### src/design/gbs_pkg.sv
`timescale 1ns / 1ps
package gbs_pkg;

   localparam int MAX_BOXES = 64;
   localparam int IDX_W     = $clog2(MAX_BOXES);
   localparam int CNT_W     = IDX_W + 1;
   localparam int COORD_W   = 16;
   localparam int BOX_W     = 4 * COORD_W;
   localparam int SCORE_W   = 16;
   localparam int THR_W     = 16;
   localparam int REQ_DATA_W = 80;
   localparam int RSP_DATA_W = 88;
   localparam logic [THR_W-1:0] THR_RESET = 16'd29491;

   // one classified box on its way from the front to the back end
   typedef struct packed {
      logic [BOX_W-1:0]   box;
      logic [SCORE_W-1:0] score;
      logic               final_box;
      logic               drop;
   } item_type;

   typedef enum logic [3:0] {
      ST_IDLE,
      ST_INS_SCAN,
      ST_INS_WRITE,
      ST_ORD_SCAN,
      ST_K_ORD,
      ST_K_ORDW,
      ST_K_BOX,
      ST_P_RUN,
      ST_FLUSH
   } state_type;

endpackage

### src/design/gbs_front.sv
`timescale 1ns / 1ps
module gbs_front import gbs_pkg::*; (
   input  logic                  clock,
   input  logic                  reset,
   input  logic                  req_tvalid,
   output logic                  req_tready,
   input  logic [REQ_DATA_W-1:0] req_tdata,
   input  logic                  req_tlast,
   output logic                  item_valid,
   input  logic                  item_ready,
   output item_type              item
);

   logic [CNT_W-1:0] count_ff, count_in;
   logic             take;

   assign req_tready = item_ready;
   assign take       = req_tvalid && item_ready;
   assign item_valid = req_tvalid;

   // classify: mark boxes past capacity as dropped
   always_comb begin
      item.box       = req_tdata[BOX_W-1:0];
      item.score     = req_tdata[BOX_W +: SCORE_W];
      item.final_box = req_tlast;
      item.drop      = (count_ff == CNT_W'(MAX_BOXES));
   end

   // count stored boxes, restart on the frame's last box
   always_comb begin
      count_in = count_ff;
      if (take) begin
         if (req_tlast) begin
            count_in = '0;
         end else if (!item.drop) begin
            count_in = count_ff + 1'b1;
         end
      end
   end

   always_ff @(posedge clock) begin
      if (reset) begin
         count_ff <= '0;
      end else begin
         count_ff <= count_in;
      end
   end

endmodule

### config.mk
export PLATFORM = sky130hd
export DESIGN_NAME = gbs_front
export DESIGN_NICKNAME = d
export VERILOG_FILES = /design/src/design/gbs_pkg.sv /design/src/design/gbs_front.sv
export SDC_FILE = /design/constraint.sdc
export NUM_CORES = 1
export LEC_CHECK = 0
export BUFFER_PORTS_ARGS = -buffer_cell sky130_fd_sc_hd__buf_2
export CAP_MARGIN = 15
export CORE_AREA = 2 2 66 68
export CTS_CLUSTER_DIAMETER = 200
export DETAILED_ROUTE_END_ITERATION = 8
export DIE_AREA = 0 0 68 70
export PLACE_DENSITY = 0.75
export SETUP_SLACK_MARGIN = 0.1
export SYNTH_ARGS = -nofsm -noshare
export SYNTH_HDL_FRONTEND = slang
export SYNTH_SLANG_ARGS = --single-unit
### constraint.sdc
create_clock -name clock -period 1.65 [get_ports clock]
set_input_delay 0.33 -clock clock [delete_from_list [all_inputs] [get_ports clock]]
set_output_delay 0.33 -clock clock [all_outputs]
set_load 0.1 [all_outputs]
# Word level (Yosys, flattened, before mapping)
# Cells that the tools add are included.
# word_totals
elab_cells	8
romBits	0
ram_bits	0
regBits	7
latch_bits	0
mem_count	0
# op_classes
addsub	1
n_bitwise	0
muxes	2
n_lt_le_gt_ge	0
eq_ne	2
multipliers	0
n_reduce_logical	2
shift	0
div	0
# ops
op	n
$mux 7	2
$add 7x1->7 const B	1
$eq 7x7->1 const B	1
$ne 2x2->1 const B	1
$reduce_and 2->1	1
$logic_and 1x1->1	1

# Depth between registers and ports, before layout
# depth
ltp_word	3
mapped_depth	5
depth_no_buf	5

# Worst setup path after synthesis
# Ideal clock, no wire load.
# synth_timing
path_type	reg2out
start	reg count_ff[4]
end	out item[0] (netlist name)
slack_ns	-0.817
t_arrival_ns	2.137
required_ns	1.320
path_buffers	0
path_stages_with_launch	3
cell_sequence	dfxtp_1 or4b_4 nor2_1
# synth_rtl
element	line_no	rtl
from (decl)	gbs_front.sv:14	logic [CNT_W-1:0] count_ff, count_in;
from (signal assigned)	gbs_front.sv:45	count_ff <= count_in;
to (decl)	gbs_front.sv:11	output item_type item

==> results_dict.tcl <==
set metrics [dict create \
    finalClockSkew_ns 0.000601 \
    synthTopCellsByArea "buf_4 60%, dfxtp_1 14%, ha_1 2.4%" \
    drv_cap 0 \
    place_congestion 0.824 \
    drt_iter0_drc 5 \
    num_rows 24 \
    whs_ns 0.395 \
    numCtsBuffers 3 \
    cts_hold_buf 0 \
    largest_reg_flops 7 \
    grt_setup_unrepaired "yes" \
    coreArea_sq_um 4140 \
    fin_area_sq_um 662 \
    crit_fanout 2 \
    fmax_mhz 581 \
    crit_path_end_kind "primary output" \
    post-place-cells 113 \
    wl_per_cell_microns 14.8 \
    p_leak_uw 0.000233 \
    fp.dieW_microns 68 \
    numPortBuffers 8 \
    hp-class "in2reg" \
    power.density_nw_per_um2 738 \
    synth_top_area_share_pct 60.1 \
    slew_headroom_pct 67.8 \
    grt-ovfl-total 0 \
    cp-start-kind "flop" \
    finalHoldViolCount 0 \
    fin_cells 119 \
    first_pass_iters 3 \
    yosysUniqueCellTypes 25 \
    arrival_ns 1.39 \
    grt.total_usage_pct 7.40 \
    routed_wl_mm 1.77 \
    syn-instance-count 131 \
    final_max_slew_viol_count 0 \
    hpwl_mm 1.39 \
    synth_top_cell_by_area "buf_4" \
    syn_area_per_cell_sq_um 7.92 \
    clock-sinks 7 \
    start_util_pct 25.0 \
    htree_num_levels 1 \
    crit_chain "or4b_4 -> nor2_4 -> buf_12" \
    antenna_found_initial 0 \
    final_min_period_over_clock_period_pct 104 \
    drtAntennaViolNets 0 \
    irDropWorstVdd_v 0.000447 \
    post_dp_cell_area_sq_um 599 \
    pin_count 169 \
    setup_slack_ns -0.0723 \
    nNetsFinal 155 \
    path_clk_slew_ns 0.04 \
    layout-drive-gt1-share_pct 41.8 \
    grt_pass1_vias 530 \
    root_buffer "clkbuf_8" \
    violations "setup timing" \
    die-area_sq_um 4760 \
    critical_path.slowest_cell "or4b_4" \
    regMostFlops "count_ff" \
    dr_total_vias 506 \
    ys.warnings.count 0 \
    setup_viol 1 \
    path_class "reg2out" \
    multi_input_area_sq_um 267 \
    cts_buffer_depth 2 \
    grt_max_degree 11 \
    drc 0 \
    tightest_slew_ns 0.487 \
    clkLatencyLatePin_ns 0.22 \
    status "complete, but fails checks" \
    cts_tree "yes" \
    syn-num-nets 218 \
    period_needed_ns 1.72 \
    synth_area_sq_um 1040 \
    critPathRequiredTime_ns 1.32 \
    fillers 477 \
    crit_buf_inv 1 \
    ys_seq_elements 7 \
    cp_top_family "simple AND/OR/NAND/NOR gates" \
    area_delta_synth_final_pct -36.2 \
    viasPerCell 4.25 \
    yosysSeqAreaShare_pct 13.5 \
    fin_tns_setup_ns -0.0723 \
    die_y_microns 70 \
    grt_first_pass_wirelength_mm 2.70 \
    top_regs "count_ff x7" \
    slowest_delay_ns 0.56 \
    seqCellArea_sq_um 144 \
    antennaDiodeCount 0 \
]
layout make-up:
class	count	share of cell area [%]
clock buffers	4	6.81
inverters	3	1.70
multi-input cells	37	40.3
flip-flops and latches	7	21.7
well taps	52	9.83
repair buffers	16	19.7
per-layer routing:
metal  wire [microns]  up-vias  track usage, %
met5                0        -               0
met4              143        0            10.0
met3              246       30            2.42
met2              844       30            10.8
met1              531      224            6.80
li1                 -      222               -
placed cells by master, fill, tap and decap left out, drive strengths merged, types with 2 or more instances in the layout:
cell     n
nand2b   3
o311ai   2
ha       2
clkbuf   4
a31oi    2
nand3    3
or4b     2
dfxtp    7
nor2     2
a21oi    4
nand2    3
inv      3
buf     16
o21ai    3
or4      3
stage by stage:
step	util (%)	power, uW	worst slack, ns
after floorplan	-	1140	-0.0265
after global placement	14.5	254	0.135
after detailed placement	14.5	254	0.0843
after CTS	15.9	499	-0.106
after global routing	16.0	515	-0.105
final	16.0	488	-0.0723
worst paths after layout:
check,slack (ns),endpoint,from,cells past startpoint
hold / removal,0.40,count_ff[5],reset,2
setup / recovery,-0.07,item[0],count_ff[4],3
setup reg to reg,0.02,count_ff[1],count_ff[4],4
hold reg to reg,0.51,count_ff[5],count_ff[5],2
cells by family after synthesis:
group | count (synthesis) | synth area share (%)
buf+inv | 87 | 61.5
simple gates | 19 | 11.6
fa+ha+maj | 2 | 2.41
compound gates | 16 | 11.0
flops | 7 | 13.5
power breakdown:
| group | internal [uW] | leakage [uW] | switching (uW) | total [uW] |
|---|---|---|---|---|
| Sequential | 172 | 0.0000579 | 2.08 | 174 |
| Combinational | 24.5 | 0.000152 | 52.8 | 77.3 |
| Clock | 167 | 0.0000228 | 70.2 | 237 |
| Total | 363 | 0.000233 | 125 | 488 |
cell usage after synthesis, drive strengths merged:
cell,n
or4b,2
ha,2
nor2b,1
nand2b,3
nand3b,1
nor2,2
o32ai,1
o41ai,1
nand3,3
a31oi,2
o21ai,3
buf,84
dfxtp,7
or2,1
o311ai,2
or4,3
o311a,1
inv,3
a21oi,4
nand2,3
o21bai,1
o22ai,1
what timing repair did:
item	in CTS	in global routing
pin swaps	4	1
setup buffers	2	0
endpoints found under the setup margin	2	5
gates resized for setup	1	1
Power figures use the tool's default switching activity.
