## src/design/gbs_pkg.sv

```systemverilog
`timescale 1ns / 1ps
package gbs_pkg;

   localparam int MAX_BOXES = 64;
   localparam int IDX_W     = $clog2(MAX_BOXES);
   localparam int CNT_W     = IDX_W + 1;
   localparam int COORD_W   = 16;
   localparam int BOX_W     = 4 * COORD_W;
   localparam int SCORE_W   = 16;
   localparam int THR_W     = 16;
   localparam int REQ_DATA_W = 80;
   localparam int RSP_DATA_W = 88;
   localparam logic [THR_W-1:0] THR_RESET = 16'd29491;

   // one classified box on its way from the front to the back end
   typedef struct packed {
      logic [BOX_W-1:0]   box;
      logic [SCORE_W-1:0] score;
      logic               final_box;
      logic               drop;
   } item_type;

   typedef enum logic [3:0] {
      ST_IDLE,
      ST_INS_SCAN,
      ST_INS_WRITE,
      ST_ORD_SCAN,
      ST_K_ORD,
      ST_K_ORDW,
      ST_K_BOX,
      ST_P_RUN,
      ST_FLUSH
   } state_type;

endpackage

```

## src/design/gbs_queue.sv

```systemverilog
`timescale 1ns / 1ps
module gbs_queue import gbs_pkg::*; (
   input  logic     clock,
   input  logic     reset,
   input  logic     in_valid,
   output logic     in_ready,
   input  item_type in_item,
   output logic     out_valid,
   input  logic     out_ready,
   output item_type out_item
);

   item_type   slot_ff [2];
   logic       wr_ptr_ff, rd_ptr_ff;
   logic [1:0] used_ff;
   logic       push, pop;

   assign in_ready  = (used_ff != 2'd2);
   assign out_valid = (used_ff != 2'd0);
   assign out_item  = slot_ff[rd_ptr_ff];
   assign push      = in_valid && in_ready;
   assign pop       = out_valid && out_ready;

   // hold entries
   always_ff @(posedge clock) begin
      if (push) begin
         slot_ff[wr_ptr_ff] <= in_item;
      end
   end

   // advance pointers and fill level
   always_ff @(posedge clock) begin
      if (reset) begin
         wr_ptr_ff <= 1'b0;
         rd_ptr_ff <= 1'b0;
         used_ff   <= 2'd0;
      end else begin
         if (push) wr_ptr_ff <= ~wr_ptr_ff;
         if (pop)  rd_ptr_ff <= ~rd_ptr_ff;
         used_ff <= used_ff + {1'b0, push} - {1'b0, pop};
      end
   end

endmodule

```

## config.mk

```make
export PLATFORM = sky130hd
export DESIGN_NAME = gbs_queue
export DESIGN_NICKNAME = d
export VERILOG_FILES = /design/src/design/gbs_pkg.sv /design/src/design/gbs_queue.sv
export SDC_FILE = /design/constraint.sdc
export NUM_CORES = 1
export LEC_CHECK = 0
export BUFFER_PORTS_ARGS = -buffer_cell sky130_fd_sc_hd__buf_2
export CORE_MARGIN = 2
export CORE_UTILIZATION = 40
export CTS_CLUSTER_DIAMETER = 40
export DETAILED_ROUTE_END_ITERATION = 10
export PLACE_DENSITY = 0.67
export SKIP_CTS_REPAIR_TIMING = 1
export SLEW_MARGIN = 20
export SYNTH_ARGS = -nofsm -noshare
export SYNTH_HDL_FRONTEND = slang
export SYNTH_SLANG_ARGS = --single-unit
```

## constraint.sdc

```tcl
create_clock -name clock -period 5.6 [get_ports clock]
set_input_delay 0.28 -clock clock [delete_from_list [all_inputs] [get_ports clock]]
set_output_delay 0.28 -clock clock [all_outputs]
set_load 0.01 [all_outputs]
```

## Word level (Yosys, flattened, before mapping)

Memory sizes are Yosys's and may differ from the RTL's. A register that Yosys moved wholly into a read port is not among the register bits.
Cells that the tools add are included.

| storage, ports and cells | value |
|---|---|
| bits in registers | 4 |
| bits in writable memories | 164 |
| bits of input ports | 86 |
| output and inout bits | 84 |
| word-level logic and storage cells | 16 |
| memories kept | 1 |

Memory list:

| name | depth | width | read ports | clocked after memory_dff | wr ports | line | text |
|---|---|---|---|---|---|---|---|
| slot_ff | 2 | 82 | 1 | 1 | 1 | gbs_queue.sv:13 | `item_type slot_ff [2];` |

| operators by class | value |
|---|---|
| add/subtract/negate cells | 2 |
| eq/ne operators | 1 |
| muxes and demuxes | 4 |
| bitwise gates (word level) | 2 |
| reductions and logical operators | 3 |

Operators with widths:

| kind | count |
|---|---|
| two-way mux 1 bit | 4 |
| adder 2 x 1 -> 2 bit | 1 |
| logical AND 1 bit | 2 |
| != test 2 bit, second input constant | 1 |
| NOT 1 bit | 2 |
| nonzero test 2 bit | 1 |
| subtractor 2 x 1 -> 2 bit | 1 |

## Depth between registers and ports, before layout

Gate-level depths: netlist (run 1).

| depth | value |
|---|---|
| depth in word-level cells | 4 |
| mapped depth | 8 |
| depth with buffers taken out | 8 |

## Worst setup path before layout (run 1)

OpenSTA, ideal clock, no wires.

| timing path | value |
|---|---|
| kind | reg-to-reg |
| from | reg used_ff[0] |
| to | mem slot_ff[0][0] (netlist name) (enable) |
| library setup time | 0.523 ns |
| data arrival time | 4.020 ns |
| required time | 5.077 ns |
| setup slack | 1.057 ns |
| cell stages (with the launch flop) | 4 |
| buffers on the path | 0 |
| period minus slack after synthesis | 4.543 ns |
| cell sequence | dfxtp_1 nand2b_2 nand2_1 nor2_1 |

| on the way | value |
|---|---|
| longest elaborated chain between the ends | 4 |

Ends and longest elaborated chain:

| item | line | text |
|---|---|---|
| start, declared | gbs_queue.sv:15 | `logic [1:0] used_ff;` |
| start signal, assigned | gbs_queue.sv:40 | `used_ff <= used_ff + {1'b0, push} - {1'b0, pop};` |
| != test 2 bit | gbs_queue.sv:18 | `assign in_ready = (used_ff != 2'd2);` |
| via in_ready | gbs_queue.sv:6 | `output logic in_ready,` |
| logical AND 1 bit | gbs_queue.sv:21 | `assign push = in_valid && in_ready;` |
| two-way mux 1 bit | gbs_queue.sv:26 | `if (push) begin` |
| two-way mux 1 bit (not written as such) | gbs_queue.sv:27 | `slot_ff[wr_ptr_ff] <= in_item;` |
| end, declared | gbs_queue.sv:13 |  |

The timed path passes the listed nets, and every way through them passes these cells.

==> qor.yml, run 1 <==
outcome: "finished clean"
ant_nets: 0
slowest_stage: "dfxtp_4"
synth_top_area_share_pct: 75.2
synth_area_um2: 6550
cts_buffer_depth: 2
crit_chain: "buf_4 -> mux2_2 -> buf_2"
root_buffer: "clkbuf_16"
port_buffers: 169
synth_edf_count: 164
gp_congestion: 0.679
numCtsBuffers: 17
finalHoldViolCount: 0
antenna_cells: 0
rrSetupSlack_ns: 3.29
route.detailed.drc: 0
area_growth_pct: 24.9
min_path_type: "input pin to register"
fmax_mhz: 346
r2r-start: "used_ff[0]$_SDFF_PP0_"
routed-via-count: 3132
holdPathStages: 1
worst_setup_path_start_kind: "register"
cts_tree: "done"
timing.critical_path.slowest_cell_delay_ns: 0.85
dr.first_iter.drc_count: 179
critPathTopFamily: "buffers and inverters"
synthDistinctLibCells: 17
drv_slew: 0
core_um2: 15900
row_count: 46
seqPwrFrac_pct: 44.7
fin_crit_sh_pct: 51.6
synth-warning-count: 0
layout-drive-gt1-share_pct: 60.8
drt-vias-per-instance: 4.54
drv_cap: 0
synth_area_leaders: "edfxtp_1, mux2_4, buf_12, dfxtp_1, mux2_2"
dieArea_um2: 17400
io_pins: 170
critical_path_class: "register to output pin"
clkTransAtPathRegs_ns: 0.06
fp.dieW_um: 132
critPathCaptureType: "output pin"
grt_use_total_pct: 13.2
synth_area_leader_cell: "edfxtp_1"
grt_pass1_wl_um: 17700
slew_headroom_pct: 48.1
start_util_pct: 41.1
reg2regPathDepth: 5
dpl_cell_area_um2: 7570
leakage_nw: 3.20
finClkSkew_ns: 0.0135
p_int_mw: 2.82
dp_hpwl_um: 7380
synth_nets: 367
rsz0062_at_grt: "no"
nNetsFinal: 550
worstPathMaxFanout: 42
yosysMostFrequentCell: "edfxtp_1"
clkSinkCount: 169
holdPathEnd: "slot_ff[0][1]$_DFFE_PP_"
final_cell_area_um2: 8180
ys_async_sr_fraction_pct: 0
synthTopCellsByCount: "edfxtp_1, mux2_4, buf_12"
timing.rr.end: "slot_ff[0][78]$_DFFE_PP_"
pwr-share-comb_pct: 23.5
p_switching_mw: 0.954
syn_inst: 279
routedWlPerCell_um: 16.4
cp.arrival_ns: 2.61
p_clk_share_pct: 31.8
crit_required_ns: 5.32
routed_wirelength_um: 11300
hp-start: "in_item[1]"
p_sw_share_pct: 25.3
setup_viol: 0
p_per_area_nw_per_um2: 461
peakVddDrop_mv: 0.242
tightest_slew_ns: 0.779
overflow: 0
yosysSeqAreaShare_pct: 76.7
ys.flop_type: "edfxtp_1"
antenna_found_initial: 0
grt_pass1_vias: 3422
drt_first_pass_iters: 4
die_h_um: 132
layout_min_cycle_time_ns: 2.89
grt_max_degree: 44
yosys_register_bits: 169
synth_area_per_cell_um2: 23.5
htreeDepth: 4
insertion_delay_ns: 0.41
fin_tns_setup_ns: 0
cp_num_buf_inv: 2
-- power groups by stage --
stage | Combinational, mW | Sequential (mW) | Clock, mW
final | 0.885 | 1.69 | 1.20
after global routing | 0.954 | 1.70 | 1.28
after CTS | 0.909 | 1.69 | 1.23
after detailed placement | 0.905 | 1.72 | 0
after global placement | 0.875 | 1.71 | 0
after floorplan | 0.709 | 1.67 | 0
-- layout make-up --
cell class / instances / area (µm²)
Inverter: 1 / 3.75
Multi-Input combinational cell: 100 / 1360
Fill cell: 1325 / 7760
Tap cell: 216 / 270
Timing Repair Buffer: 173 / 908
Clock inverter: 11 / 173
Clock buffer: 20 / 437
Sequential cell: 169 / 5030
-- per-layer routing --
metal	share of wire [%]	global-route usage, %	up-vias
li1	-	-	1466
met1	42	15.6	1546
met2	50	21.9	110
met3	7.1	5.00	10
met4	1.0	5.13	0
met5	0	0	-
-- how the worst max path moves through the flow --
stage	start	slack (ns)	cells past startpoint	endpoint
global placement	used_ff[0]$_SDFF_PP0_	3.01	4	slot_ff[0][76]$_DFFE_PP_
floorplan	used_ff[0]$_SDFF_PP0_	1.06	3	slot_ff[0][0]$_DFFE_PP_
global route	register	2.57	3	out_item[0]
detailed placement	register	3.09	3	out_item[0]
finish	register	2.71	3	out_item[0]
CTS	register	2.63	3	out_item[0]
-- logic make-up after synthesis --
family                     synth area share (%)
and+or+nand+nor                           0.860
xor gates and xnor gates                  0.401
AOI/OAI and AO/OA                         0.115
muxes                                      18.9
buffers and inverters                      2.67
DFF                                        76.7
adders and majority gates                 0.382
-- flip-flops by register name (all words and copies together), names as in the netlist, named ones only --
register	cells
wr_ptr_ff	1
used_ff	2
slot_ff	164
rd_ptr_ff	1
-- stage by stage --
stage | setup slack [ns] | total power, mW | hold slack (ns) | utilization (%) | std cells
floorplan | 1.06 | 2.38 | 0.352 | - | 279
global placement | 3.01 | 2.58 | 0.469 | 47.2 | 657
detailed placement | 3.09 | 2.62 | 0.472 | 47.5 | 659
CTS | 2.63 | 3.83 | 0.0320 | 51.3 | 690
global route | 2.57 | 3.94 | 0.0267 | 51.3 | 690
finish | 2.71 | 3.77 | 0.0532 | 51.3 | 690
-- cells in the final DEF, fill, tap and decap left out --
cell,instances
clkinv_4,2
clkinv_1,1
o21a_1,1
buf_16,1
buf_12,1
dfxtp_1,4
nand2b_2,1
clkinvlp_4,3
bufinv_16,4
edfxtp_1,164
inv_1,1
buf_2,169
nor2_1,4
xnor2_1,2
inv_6,1
buf_4,2
mux2_4,80
ha_1,2
nand2_1,1
and3_4,1
nor2b_1,2
clkbuf_1,3
clkbuf_16,17
nor2_4,1
mux2_2,3
or2_2,1
dfxtp_4,1
xor2_1,1
(Power assumes the default switching activity.)
==> run 2, diff against run 1 <==
==> constraint.sdc (replaced) <==
create_clock -name clock -period 2.7 [get_ports clock]
set_input_delay 0.135 -clock clock [delete_from_list [all_inputs] [get_ports clock]]
set_output_delay 0.135 -clock clock [all_outputs]
set_load 0.01 [all_outputs]
==> run 2 against run 1 <==
  * Die area stayed put
  * Combinational power up 120%
  * Global-route usage down 0.23 points
  * Clock power grew 110%
  * Cell count up 12%
  * Clock skew is 0.0038 ns lower
  * Sequential share of layout area is 5.9 points lower
  * Non-clock buffer count grew 84
  * Worst setup slack worse by 2.1 ns
  * Critical path type unchanged
==> qor.yml, run 2 (synthesis gave the netlist of run 1 again) <==
clkTransAtPathRegs_ns: 0.06  # about the same
cts_tree: "done"  # unchanged
seqPwrFrac_pct: 43.4  # was 44.7%
numCtsBuffers: 17  # unchanged
seqCellArea_um2: 5030  # unchanged
p_per_area_nw_per_um2: 879  # was 461 nW/µm²
cp.arrival_ns: 1.96  # was 2.61 ns
outcome: "finished clean"  # unchanged
tightest_slew_ns: 0.542  # was 0.779 ns
layout_min_cycle_time_ns: 2.10
finClkSkew_ns: 0.00967  # was 0.0135 ns
htreeDepth: 4  # unchanged
port_buffers: 169  # unchanged
critPathCaptureType: "output pin"  # unchanged
cts_buffer_depth: 2  # unchanged
p_int_mw: 5.98  # was 2.82 mW
leakage_nw: 3.57  # was 3.20 nW
antenna_cells: 0  # unchanged
die_h_um: 132  # unchanged
fmax_mhz: 477
timing.hold.ws_ns: 0.145  # was 0.0532 ns
p_sw_share_pct: 24.8  # was 25.3%
min_path_type: "input pin to register"  # unchanged
final_cell_mix: "buf_2, edfxtp_1, dlygate4sd3_1, mux2_4, clkbuf_16"  # was buf_2, edfxtp_1, mux2_4, clkbuf_16
slew_headroom_pct: 63.8  # was 48.1%
drt_first_pass_iters: 4  # unchanged
drt-vias-per-instance: 4.44  # was 4.54
layout-drive-gt1-share_pct: 51.7  # was 60.8%
cp_num_buf_inv: 2  # unchanged
reg_top3: "slot_ff: 164 flops, used_ff: 2 flops"  # unchanged
dpl_worst_slack_ns: 0.925  # was 3.09 ns
largest_register_ffs: 164  # unchanged
routed_wirelength_um: 11800  # was 11300 µm
clkSinkCount: 169  # unchanged
start_util_pct: 41.1  # unchanged
grt_use_total_pct: 13.0  # was 13.2%
dr.first_iter.drc_count: 177  # was 179
crit_required_ns: 2.57  # was 5.32 ns
area_growth_pct: 38.1  # was 24.9%
grt_pass1_wl_um: 17200  # was 17700 µm
layout_setup_ws_ns: 0.603  # was 2.71 ns
antenna_found_initial: 0  # unchanged
p_switching_mw: 1.97  # was 0.954 mW
pwr-share-comb_pct: 25.0  # was 23.5%
fp.dieW_um: 132  # unchanged
core_um2: 15900  # unchanged
grt_pass1_vias: 3368  # was 3422
fin_crit_sh_pct: 77.7
drv_cap: 0  # unchanged
insertion_delay_ns: 0.41  # about the same
io_pins: 170  # unchanged
gp_congestion: 0.680  # was 0.679
ant_nets: 0  # unchanged
finalHoldViolCount: 0  # unchanged
drv_slew: 0  # unchanged
row_count: 46  # unchanged
routed-via-count: 3438  # was 3132
fill_cells: 1237  # was 1325
root_buffer: "clkbuf_16"  # unchanged
peakVddDrop_mv: 0.476  # was 0.242 mV
critPathTopFamily: "flip-flops"  # was buffers and inverters
multi_input_area_um2: 1360  # unchanged
dp_hpwl_um: 7500  # was 7380 µm
critical_path_class: "register to output pin"  # unchanged
dieArea_um2: 17400  # unchanged
rsz0062_at_grt: "no"  # unchanged
routedWlPerCell_um: 15.2  # was 16.4 µm
grt_max_degree: 51  # was 44
mostFrequentLayoutCell: "buf_2"  # unchanged
overflow: 0  # unchanged
worst_setup_path_start_kind: "register"  # unchanged
slowest_stage: "dfxtp_4"  # unchanged
worstPathMaxFanout: 45  # was 42
timing.critical_path.slowest_cell_delay_ns: 0.65  # was 0.85 ns
fin_tns_setup_ns: 0  # unchanged
nNetsFinal: 634  # was 550
crit_chain: "buf_12 -> mux2_4 -> buf_2"  # was buf_4 -> mux2_2 -> buf_2
regMostFlops: "slot_ff"  # unchanged
p_clk_share_pct: 31.6  # was 31.8%
route.detailed.drc: 0  # unchanged
setup_viol: 0  # unchanged
[run 2: cell types whose count changed in the layout (fill, tap and decap cells not counted)]
cell / change
clkinvlp_4: -2
clkbuf_1: +2
dlygate4sd3_1: +83
buf_12: +3
clkbuf_8: +2
clkinv_2: +2
buf_16: -1
buf_4: -1
clkinv_1: -1
clkinv_4: -2
[run 2: power groups by stage]
| stage | logic, mW | clock network, mW | registers (mW) |
|---|---|---|---|
| final | 1.99 | 2.51 | 3.45 |
| after global routing | 2.13 | 2.67 | 3.49 |
| after CTS | 1.93 | 2.57 | 3.46 |
| after detailed placement | 1.92 | 0 | 3.52 |
| after global placement | 1.90 | 0 | 3.49 |
| after floorplan | 1.47 | 0 | 3.43 |
[run 2: layout make-up]
type                            instances  share of cell area [%]
Tap cell                              216                    2.99
Inverter                                1                  0.0415
Sequential cell                       169                    55.6
Clock buffer                           24                    5.21
Multi-Input combinational cell        100                    15.1
Timing Repair Buffer                  257                    19.5
Clock inverter                          8                    1.62
[run 2: path summary, 6_finish.rpt]
| check | slack, ns | cells past startpoint | endpoint | from |
|---|---|---|---|---|
| worst min-delay path | 0.15 | 4 | rd_ptr_ff$_SDFFE_PP0P_ | out_ready |
| worst min register to register | 0.52 | 2 | rd_ptr_ff$_SDFFE_PP0P_ | rd_ptr_ff$_SDFFE_PP0P_ |
| worst max-delay path | 0.60 | 3 | out_item[67] | register |
| worst max register to register | 0.93 | 4 | slot_ff[0][61]$_DFFE_PP_ | used_ff[0]$_SDFF_PP0_ |
[run 2: through the flow]
step                      area, µm²  util [%]  power [mW]  cells
after floorplan                6560         -        4.90    279
after global placement         7600      47.7        5.40    660
after detailed placement       7600      47.7        5.44    660
after CTS                      8220      51.5        7.96    692
after global routing           9050      56.7        8.28    775
final                          9050      56.7        7.95    775
[run 2: worst register-to-register path, cell delays in order, from the launching register on]
cell and delay, ns:
dfxtp_1 0.36, nand2b_2 0.15, nand2_1 0.14, nor2_4 0.46
buf_12 0.32
[run 2: metal layers]
metal / track usage [%] / wire length [µm] / up-vias
met3: 5.19 / 664 / 14
li1: - / - / 1635
met5: 0 / 0 / -
met2: 21.6 / 5970 / 111
met1: 15.0 / 5020 / 1678
met4: 5.25 / 158 / 0
==> run 3, diff against run 2 <==
--- a/config.mk
+++ b/config.mk
@@ -5,12 +5,13 @@
 export SDC_FILE = /design/constraint.sdc
 export NUM_CORES = 1
 export LEC_CHECK = 0
+export ABC_AREA = 1
 export BUFFER_PORTS_ARGS = -buffer_cell sky130_fd_sc_hd__buf_2
 export CORE_MARGIN = 2
 export CORE_UTILIZATION = 40
 export CTS_CLUSTER_DIAMETER = 40
 export DETAILED_ROUTE_END_ITERATION = 10
-export PLACE_DENSITY = 0.67
+export PLACE_DENSITY = 0.7
 export SKIP_CTS_REPAIR_TIMING = 1
 export SLEW_MARGIN = 20
 export SYNTH_ARGS = -nofsm -noshare
==> constraint.sdc (replaced) <==
create_clock -name clock -period 1.9 [get_ports clock]
set_input_delay 0.095 -clock clock [delete_from_list [all_inputs] [get_ports clock]]
set_output_delay 0.095 -clock clock [all_outputs]
set_load 0.01 [all_outputs]
==> run 3 against run 2 <==
  * Worst setup slack got worse by 0.43 ns
  * Via count rose by 3.9%
  * Clock-buffer cell count fell by 6
  * Critical path depth did not move
  * Critical path type unchanged
==> qor.yml, run 3 <==
outcome: "finished clean"  # unchanged
r2r-start: "used_ff[1]$_SDFF_PP0_"  # was used_ff[0]$_SDFF_PP0_
ant_nets: 0  # unchanged
gp_congestion: 0.735  # was 0.680
clkSinkCount: 169  # unchanged
crit_chain: "buf_12 -> mux2_2 -> buf_2"  # was buf_12 -> mux2_4 -> buf_2
layout_min_cycle_time_ns: 1.73
timing.rr.end: "used_ff[1]$_SDFF_PP0_"  # was slot_ff[0][61]$_DFFE_PP_
dr.first_iter.drc_count: 217  # was 177
routed-via-count: 3572  # was 3438
drv_cap: 0  # unchanged
route.detailed.drc: 0  # unchanged
ys_async_sr_fraction_pct: 0  # unchanged
clkTransAtPathRegs_ns: 0.06  # about the same
finalHoldViolCount: 0  # unchanged
worstPathMaxFanout: 46  # was 45
nNetsFinal: 649  # was 634
cts_buffer_depth: 2  # unchanged
rsz0062_at_grt: "no"  # unchanged
numCtsBuffers: 17  # unchanged
synth_top_area_share_pct: 75.0  # was 75.2%
tightest_slew_ns: 0.395  # was 0.542 ns
synth-warning-count: 0  # unchanged
htreeDepth: 4  # unchanged
largest_register_ffs: 164  # unchanged
setup_viol: 0  # unchanged
area_growth_pct: 37.9  # was 38.1%
grt_use_total_pct: 13.5  # was 13.0%
synth_area_leader_cell: "edfxtp_1"  # unchanged
critical_path_class: "register to output pin"  # unchanged
fp.dieW_um: 132  # about the same
layout-drive-gt1-share_pct: 51.0  # was 51.7%
reg_top3: "slot_ff: 164 flops, used_ff: 2 flops"  # unchanged
antenna_found_initial: 0  # unchanged
slew_headroom_pct: 73.6  # was 63.8%
worst_setup_path_start_kind: "register"  # unchanged
insertion_delay_ns: 0.42  # was 0.41 ns
leakage_nw: 3.60  # was 3.57 nW
cp.arrival_ns: 1.64  # was 1.96 ns
p_per_area_nw_per_um2: 1230  # was 879 nW/µm²
grt_pass1_wl_um: 17800  # was 17200 µm
slowest_stage: "mux2_2"  # was dfxtp_4
regMostFlops: "slot_ff"  # unchanged
io_pins: 170  # unchanged
grt_max_degree: 54  # was 51
cp_num_cells: 3  # unchanged
fill_cells: 1225  # was 1237
final_cell_mix: "buf_2, edfxtp_1, dlygate4sd3_1, mux2_4, clkbuf_16"  # unchanged
dp_hpwl_um: 7690  # was 7500 µm
fin_crit_sh_pct: 91.1
peakVddDrop_mv: 0.660  # was 0.476 mV
synthTopCellsByCount: "edfxtp_1, mux2_4, nor2_1"  # was edfxtp_1, mux2_4, buf_12
syn_inst: 292  # was 279
root_buffer: "clkbuf_16"  # unchanged
synth_area_per_cell_um2: 22.5  # was 23.5 µm²
crit_required_ns: 1.80  # was 2.57 ns
fmax_mhz: 578
yosysMostFrequentCell: "edfxtp_1"  # unchanged
drt-vias-per-instance: 4.52  # was 4.44
routedWlPerCell_um: 15.9  # was 15.2 µm
drv_slew: 0  # unchanged
multi_input_area_um2: 1370  # was 1360 µm²
timing.critical_path.slowest_cell_delay_ns: 0.38  # was 0.65 ns
routed_wirelength_um: 12600  # was 11800 µm
reg2regPathDepth: 10  # was 4
mostFrequentLayoutCell: "buf_2"  # unchanged
core_um2: 15900  # unchanged
grt_pass1_vias: 3470  # was 3368
final_util_pct: 56.8  # was 56.7%
antenna_cells: 0  # unchanged
drt_first_pass_iters: 4  # unchanged
critPathTopFamily: "buffers and inverters"  # was flip-flops
synth_nets: 380  # was 367
ys.flop_type: "edfxtp_1"  # unchanged
synthDistinctLibCells: 12  # was 17
finClkSkew_ns: 0.00959  # was 0.00967 ns
hp-start: "in_valid"  # was out_ready
overflow: 0  # unchanged
cp_num_buf_inv: 2  # unchanged
die_h_um: 132  # about the same
rrSetupSlack_ns: 0.31  # was 0.93 ns
dieArea_um2: 17500  # was 17400 µm²
seqCellArea_um2: 5030  # about the same
synth_area_leaders: "edfxtp_1, mux2_4, buf_12, dfxtp_1, nor2_1"  # was edfxtp_1, mux2_4, buf_12, dfxtp_1, mux2_2
total_power_mw: 11.1  # was 7.95 mW
timing.hold.ws_ns: 0.0227  # was 0.145 ns
port_buffers: 169  # unchanged
synth_edf_count: 164  # unchanged
critPathCaptureType: "output pin"  # unchanged
synth_area_um2: 6560  # was 6550 µm²
cts_tree: "done"  # unchanged
start_util_pct: 41.2  # was 41.1%
row_count: 46  # unchanged
min_path_type: "input pin to register"  # unchanged
endpoint: "out_item[0]"  # was out_item[67]
yosysSeqAreaShare_pct: 76.6  # was 76.7%
yosys_register_bits: 169  # unchanged
[run 3: final cells by class]
type | instances | area share [%]
repair buffers | 259 | 19.8
clock buffers | 18 | 4.74
clock inverters | 14 | 1.44
inverters | 8 | 0.373
multi-input cells | 106 | 15.1
flip-flops and latches | 169 | 55.6
well taps | 216 | 2.99
[run 3: cells by family after synthesis]
logic type                 count (synthesis)  share of synthesized area (%)
AOI/OAI and AO/OA                          2                          0.153
adders and majority gates                  2                          0.381
and+or+nand+nor                           20                           1.20
buffers and inverters                     17                           3.07
muxes                                     82                           18.6
DFF                                      169                           76.6
[run 3: power by group]
group          internal [mW]  switching (mW)  total, mW  leakage [nW]
sequential              4.72           0.159       4.88          1.57
clock                   1.92            1.36       3.28         0.278
combinational           1.52            1.42       2.94          1.75
total                   8.16            2.94       11.1          3.60
[run 3: worst register-to-register path: cells and delay by family (launching register included)]
| kind | cells | cell delay (ns) |
|---|---|---|
| adders and majority gates | 2 | 0.44 |
| buffers and inverters | 2 | 0.11 |
| DFF | 1 | 0.38 |
| and+or+nand+nor | 6 | 0.55 |
[run 3: metal layers]
metal / up-vias / routed length (µm) / GRT usage, %
li1: 1672 / - / -
met1: 1776 / 4890 / 14.7
met2: 110 / 6860 / 23.6
met3: 14 / 662 / 5.04
met4: 0 / 170 / 5.98
met5: - / 0 / 0
[run 3: per-stage QoR]
| step | cells | TNS, ns | worst slack, ns | area [µm²] |
|---|---|---|---|---|
| after floorplan | 292 | -39.12 | -0.259 | 6600 |
| after global placement | 674 | 0 | 0.513 | 7650 |
| after detailed placement | 674 | 0 | 0.368 | 7650 |
| after CTS | 706 | 0 | 0.127 | 8210 |
| after global routing | 790 | 0 | 0.0721 | 9050 |
| final | 790 | 0 | 0.169 | 9050 |
[run 3: how the worst min path moves through the flow]
stage	depth (start not counted)	to	slack, ns
floorplan	1	used_ff[0]$_SDFF_PP0_	0.16
global route	3	wr_ptr_ff$_SDFFE_PP0N_	0.03
finish	3	wr_ptr_ff$_SDFFE_PP0N_	0.02
global placement	2	used_ff[0]$_SDFF_PP0_	0.26
detailed placement	2	used_ff[0]$_SDFF_PP0_	0.27
CTS	2	used_ff[0]$_SDFF_PP0_	-0.19
